**src/energy_loss_range_stepper_top_assert.svh**
```systemverilog
// ----------------------------------------------------------------------------
// Assertion macros for the range stepper
// Small wrappers for concurrent checks.
// ----------------------------------------------------------------------------
`ifndef ENERGY_LOSS_RANGE_STEPPER_TOP_ASSERT_SVH
`define ENERGY_LOSS_RANGE_STEPPER_TOP_ASSERT_SVH
`define ELRS_ASSERT_IMPL(lbl, a, c) \
  lbl: assert property (@(posedge clk) disable iff (rst) (a) |-> (c)) else $error("lbl");
`define ELRS_ASSERT_NEXT(lbl, a, c) \
  lbl: assert property (@(posedge clk) disable iff (rst) (a) |=> (c)) else $error("lbl");
`endif

```
**src/elrs_pkg.sv**
```systemverilog
// ----------------------------------------------------------------------------
// elrs_pkg
// Shared types and constants for the range stepper.
// ----------------------------------------------------------------------------
package elrs_pkg;
  localparam int TABLE_POINTS = 64;
  localparam int IDX_W = $clog2(TABLE_POINTS);
  localparam int CNT_W = $clog2(TABLE_POINTS + 1);
  localparam logic [39:0] RANGE_MAX = 40'hFF_FFFF_FFFF;

  localparam logic [1:0] OP_LOAD   = 2'd0;
  localparam logic [1:0] OP_START  = 2'd1;
  localparam logic [1:0] OP_STEP   = 2'd2;
  localparam logic [1:0] OP_IGNORE = 2'd3;

  typedef enum logic [3:0] {
    S_IDLE, S_LOSS, S_SEGB, S_SCAN, S_SCANW, S_SEG, S_SEGW, S_MUL, S_DIV,
    S_FIN, S_OUT
  } state_t;

  typedef struct packed {
    logic load;
    logic start;
    logic loss;
    logic apply;
    logic scan_init;
    logic scan_rd;
    logic scan_eval;
    logic seg_rd;
    logic seg_eval;
    logic mul;
    logic div_step;
    logic fin;
    logic out_set;
  } cmd_t;

  typedef struct packed {
    logic stop_now;
    logic scan_last;
    logic no_interp;
    logic div_done;
    logic out_busy;
  } sts_t;
endpackage

```
**src/elrs_ctrl.sv**
```systemverilog
// ----------------------------------------------------------------------------
// elrs_ctrl
// Sequencer for load, start and step items.
// ----------------------------------------------------------------------------
module elrs_ctrl import elrs_pkg::*; (
  input  logic       clk,
  input  logic       rst,
  input  logic       in_fire,
  input  logic [1:0] op,
  input  sts_t       sts,
  output logic       busy,
  output cmd_t       cmd
);
  state_t state, state_next;

  always_ff @(posedge clk) begin
    if (rst) state <= S_IDLE;
    else state <= state_next;
  end

  always_comb begin
    state_next = state;
    cmd = '0;
    busy = (state != S_IDLE);
    unique case (state)
      S_IDLE: begin
        if (in_fire) begin
          case (op)
            OP_LOAD: cmd.load = 1'b1;
            OP_START: begin
              cmd.start = 1'b1;
              cmd.scan_init = 1'b1;
              state_next = S_SCAN;
            end
            OP_STEP: begin
              cmd.loss = 1'b1;
              state_next = S_LOSS;
            end
            default: ;
          endcase
        end
      end
      S_LOSS: begin
        cmd.apply = 1'b1;
        if (sts.stop_now) state_next = S_OUT;
        else begin
          cmd.scan_init = 1'b1;
          state_next = S_SCAN;
        end
      end
      S_SCAN: begin
        cmd.scan_rd = 1'b1;
        state_next = S_SCANW;
      end
      S_SCANW: begin
        cmd.scan_eval = 1'b1;
        state_next = sts.scan_last ? S_SEG : S_SCAN;
      end
      S_SEG: begin
        cmd.seg_rd = 1'b1;
        state_next = S_SEGW;
      end
      S_SEGW: begin
        cmd.seg_eval = 1'b1;
        state_next = S_SEGB;
      end
      S_SEGB: begin
        state_next = S_MUL;
      end
      S_MUL: begin
        if (sts.no_interp) state_next = S_FIN;
        else begin
          cmd.mul = 1'b1;
          state_next = S_DIV;
        end
      end
      S_DIV: begin
        if (sts.div_done) state_next = S_FIN;
        else cmd.div_step = 1'b1;
      end
      S_FIN: begin
        cmd.fin = 1'b1;
        state_next = S_OUT;
      end
      S_OUT: begin
        if (!sts.out_busy) begin
          cmd.out_set = 1'b1;
          state_next = S_IDLE;
        end
      end
      default: state_next = S_IDLE;
    endcase
  end
endmodule

```
**config.mk**
```make
export PLATFORM = sky130hd
export DESIGN_NAME = elrs_ctrl
export DESIGN_NICKNAME = d
export VERILOG_FILES = /design/src/energy_loss_range_stepper_top_assert.svh /design/src/elrs_pkg.sv /design/src/elrs_ctrl.sv
export SDC_FILE = /design/constraint.sdc
export NUM_CORES = 1
export LEC_CHECK = 0
export BUFFER_PORTS_ARGS = -buffer_cell sky130_fd_sc_hd__buf_2
export CAP_MARGIN = 40
export CORE_AREA = 2 2 39 41
export DETAILED_ROUTE_END_ITERATION = 16
export DIE_AREA = 0 0 41 43
export PLACE_DENSITY = 0.61
export SYNTH_ARGS = -nofsm -noshare
export SYNTH_HDL_FRONTEND = slang
export SYNTH_SLANG_ARGS = --single-unit
```
**constraint.sdc**
```tcl
create_clock -name clk -period 1.79 [get_ports clk]
set_input_delay 0.2685 -clock clk [delete_from_list [all_inputs] [get_ports clk]]
set_output_delay 0.2685 -clock clk [all_outputs]
set_load 0.005 [all_outputs]
```
==> flow_metrics.py <==
metrics = {
    "grt": {
        "grt_overflow": 0,
        "antenna_found_initial": 0,
        "grtUsageTotal_pct": 14.94,
        "grt_max_degree": 11,
        "grt_use_met2_pct": 21.56,
        "grt_use_met3_pct": 6.283,
        "grt.busiest_layer": "met2",
        "grt_pass1_wl_um": 1821,
        "grt_pass1_vias": 444,
        "use_met1_pct": 20.83,
    },
    "worst_setup_path": {
        "r2r_end": "state[1]$_SDFFE_PP0P_",
        "slowest_delay_ps": 390,
        "r2r_slack_ps": 330,
        "worst_setup_path_end_kind": "output port",
        "cp.required_ps": 1520,
        "cp.arrival_ps": 1390,
        "r2r.worst_path.cells": 6,
        "path_cells": "or2_4 -> nor3_4 -> and3_1 -> buf_2",
        "crit_type": "reg -> out",
        "worstPathMaxFanout": 9,
        "cp-start-kind": "flop",
        "timing.rr.start": "state[2]$_SDFFE_PP0P_",
        "crit_path_top_delay_cell": "dfxtp_1",
    },
    "cells_and_area": {
        "drive_gt1_share_pct": 42.86,
        "multi_input_area_um2": 312.8,
        "antennaDiodeCount": 0,
        "regMostFlops": "state",
        "final_common_cell": "buf_2",
        "seqCellArea_um2": 80.08,
        "finalNetCount": 99,
        "top_regs": "state: 4 flops",
        "final_area_um2": 595.6,
        "layout.cells.non_filler": 100,
        "layout_common_cells": "buf_2, nor3_1, nor2_1",
        "largest_reg_flops": 4,
        "fill_cells": 155,
        "syn_to_final_growth_pct": 32.22,
    },
    "yosys": {
        "ys_ff_latch": 4,
        "synth-edff-count": 0,
        "synth_cell_type_count": 30,
        "synth-xor-area-share_pct": 0,
        "ys.warnings.count": 0,
        "synth_fa_ha_area_share_pct": 8.333,
        "netlist_instances": 60,
        "synthMuxAreaShare_pct": 2.222,
        "syn_area_per_cell_um2": 7.507,
        "synthSimpleGateAreaFrac_pct": 36.11,
        "yosysTopAreaCell": "dfxtp_1",
        "seq_area_frac_synth_pct": 17.78,
        "netlist.area_leader.share_pct": 17.78,
        "synth_compound_area_share_pct": 22.22,
        "ys.flop_type": "dfxtp_1",
        "synth_area_um2": 450.4,
        "syn-num-nets": 73,
        "synth_async_sr_flop_share_pct": 0,
        "synth_area_leaders": "dfxtp_1, ha_1, nor3_1",
        "synth_top_family_by_area": "simple AND/OR/NAND/NOR gates",
    },
    "place": {
        "dp.cells": 97,
        "placedInstanceArea_um2": 570.5,
        "io_buffers": 23,
        "gp_congestion": 0.7538,
        "hpwl_um": 938.2,
    },
    "sta": {
        "fin_skew_ps": 7.782,
        "setup_viol": 0,
        "worst_slew_pin_slew_ps": 398.0,
        "finalMaxSlewViolations": 0,
        "finalSetupTns_ps": 0,
        "period_needed_ps": 1660,
        "hold_viol_final": 0,
        "relSlewSlack_pct": 73.43,
        "max_freq_ghz": 0.6024,
        "finalCritPeriodShare_pct": 92.74,
        "rsz0062_at_grt": "false",
    },
    "hold_path": {
        "min_to": "state[2]$_SDFFE_PP0P_",
        "min_from": "rst",
        "hp-class": "in -> reg",
        "hold_depth": 2,
    },
    "clocking": {
        "cts_tree": "done",
        "clock_path_buffers": 2,
        "cts_buffers": 3,
        "cts-root-buf": "clkbuf_4",
        "cts.sinks": 4,
        "post_cts_buffers": 0,
        "insertion_delay_ps": 240,
        "htreeDepth": 1,
        "clk_pin_slew_worst_paths_ps": 40,
    },
    "power_and_ir_drop": {
        "power.density_nw_per_um2": 1407,
        "leakage_nw": 0.3105,
        "ir_worst_vdd_mv": 0.4804,
    },
    "die": {
        "die_h_um": 43,
        "die_area_um2": 1763,
        "rows": 14,
        "dieWidth_um": 41,
        "core_area_um2": 1384,
        "start_util_pct": 32.55,
        "pin_count": 24,
    },
    "drt": {
        "routed_via_density": 5.150,
        "vias": 515,
        "first_pass_iters": 4,
        "ant_nets": 0,
        "drcViolationCount": 0,
        "wl_um": 1157,
        "detail_route.iter0.violations": 13,
        "wire_per_inst_um": 11.57,
    },
    "run_status": {
        "run_status": "completed",
    },
    "flow_run": {
        "max-cap-violations": 0,
    },
}
## worst max-delay path by stage
stage          slack (ps)               endpoint                   from
4_1_cts                50                cmd[12]  state[2]$_SDFFE_PP0P_
6_report              130                cmd[12]  state[2]$_SDFFE_PP0P_
3_5_place_dp          230  state[1]$_SDFFE_PP0P_  state[2]$_SDFFE_PP0P_
5_1_grt                30                cmd[11]  state[2]$_SDFFE_PP0P_
3_3_place_gp          310  state[1]$_SDFFE_PP0P_  state[2]$_SDFFE_PP0P_
2_1_floorplan         360  state[1]$_SDFFE_PP0P_  state[2]$_SDFFE_PP0P_
## per-stage QoR
| step | total power (W) | hold slack [ps] | utilization [%] | setup slack, ps |
|---|---|---|---|---|
| detailed placement | 0.0007094 | 500.5 | 41.23 | 227.6 |
| finish | 0.0008381 | 254.5 | 43.04 | 130.0 |
| floorplan | 0.0005913 | 340.9 | - | 364.7 |
| CTS | 0.0008295 | 246.7 | 42.86 | 50.18 |
| global placement | 0.0007034 | 511.3 | 41.23 | 309.1 |
| global route | 0.0009198 | 251.7 | 43.04 | 34.45 |
## cell usage after synthesis, drive strengths merged (3+ instances only)
| cell | number |
|---|---|
| nor3 | 9 |
| inv | 6 |
| nor2 | 6 |
| and3 | 4 |
| dfxtp | 4 |
| buf | 3 |
| ha | 3 |
| nand2b | 3 |
## metal layers
layer	wire, µm	vias to the layer above
met5	0	-
met4	0	0
met2	522	21
met3	90	0
li1	-	264
met1	544	230
## cells by family (layout without fill, tap and decap cells)
family,count (synthesis),count (layout)
flip-flops,4,4
AND/OR/NAND/NOR,28,28
multiplexers,1,1
buffers and inverters,11,35
adder cells (fa/ha/maj),3,3
AO/OA/AOI/OAI,13,13
## power by group
group / internal (W) / total, W / switching [W]
Clock: 0.0000751 / 0.000114 / 0.0000384
Sequential: 0.000126 / 0.000196 / 0.0000700
Combinational: 0.000245 / 0.000528 / 0.000283
Total: 0.000447 / 0.000838 / 0.000392
## cell type report
type / instances / share of cell area, %
Clock buffer: 3 / 3.782
Inverter: 6 / 3.782
Multi-Input combinational cell: 45 / 52.52
Sequential cell: 4 / 13.45
Tap cell: 16 / 3.361
Timing Repair Buffer: 26 / 23.11
## worst max-delay path, delay by kind of cell, from the launching register on
family	cells	cell delay, ps
flops	1	390
buf+inv	1	110
simple gates	3	660
## repair_timing
item                       in CTS  in global routing
resized for setup               0                  1
setup endpoints to repair       0                  3
hold buffers                    0                  0
(Power assumes the default switching activity.)
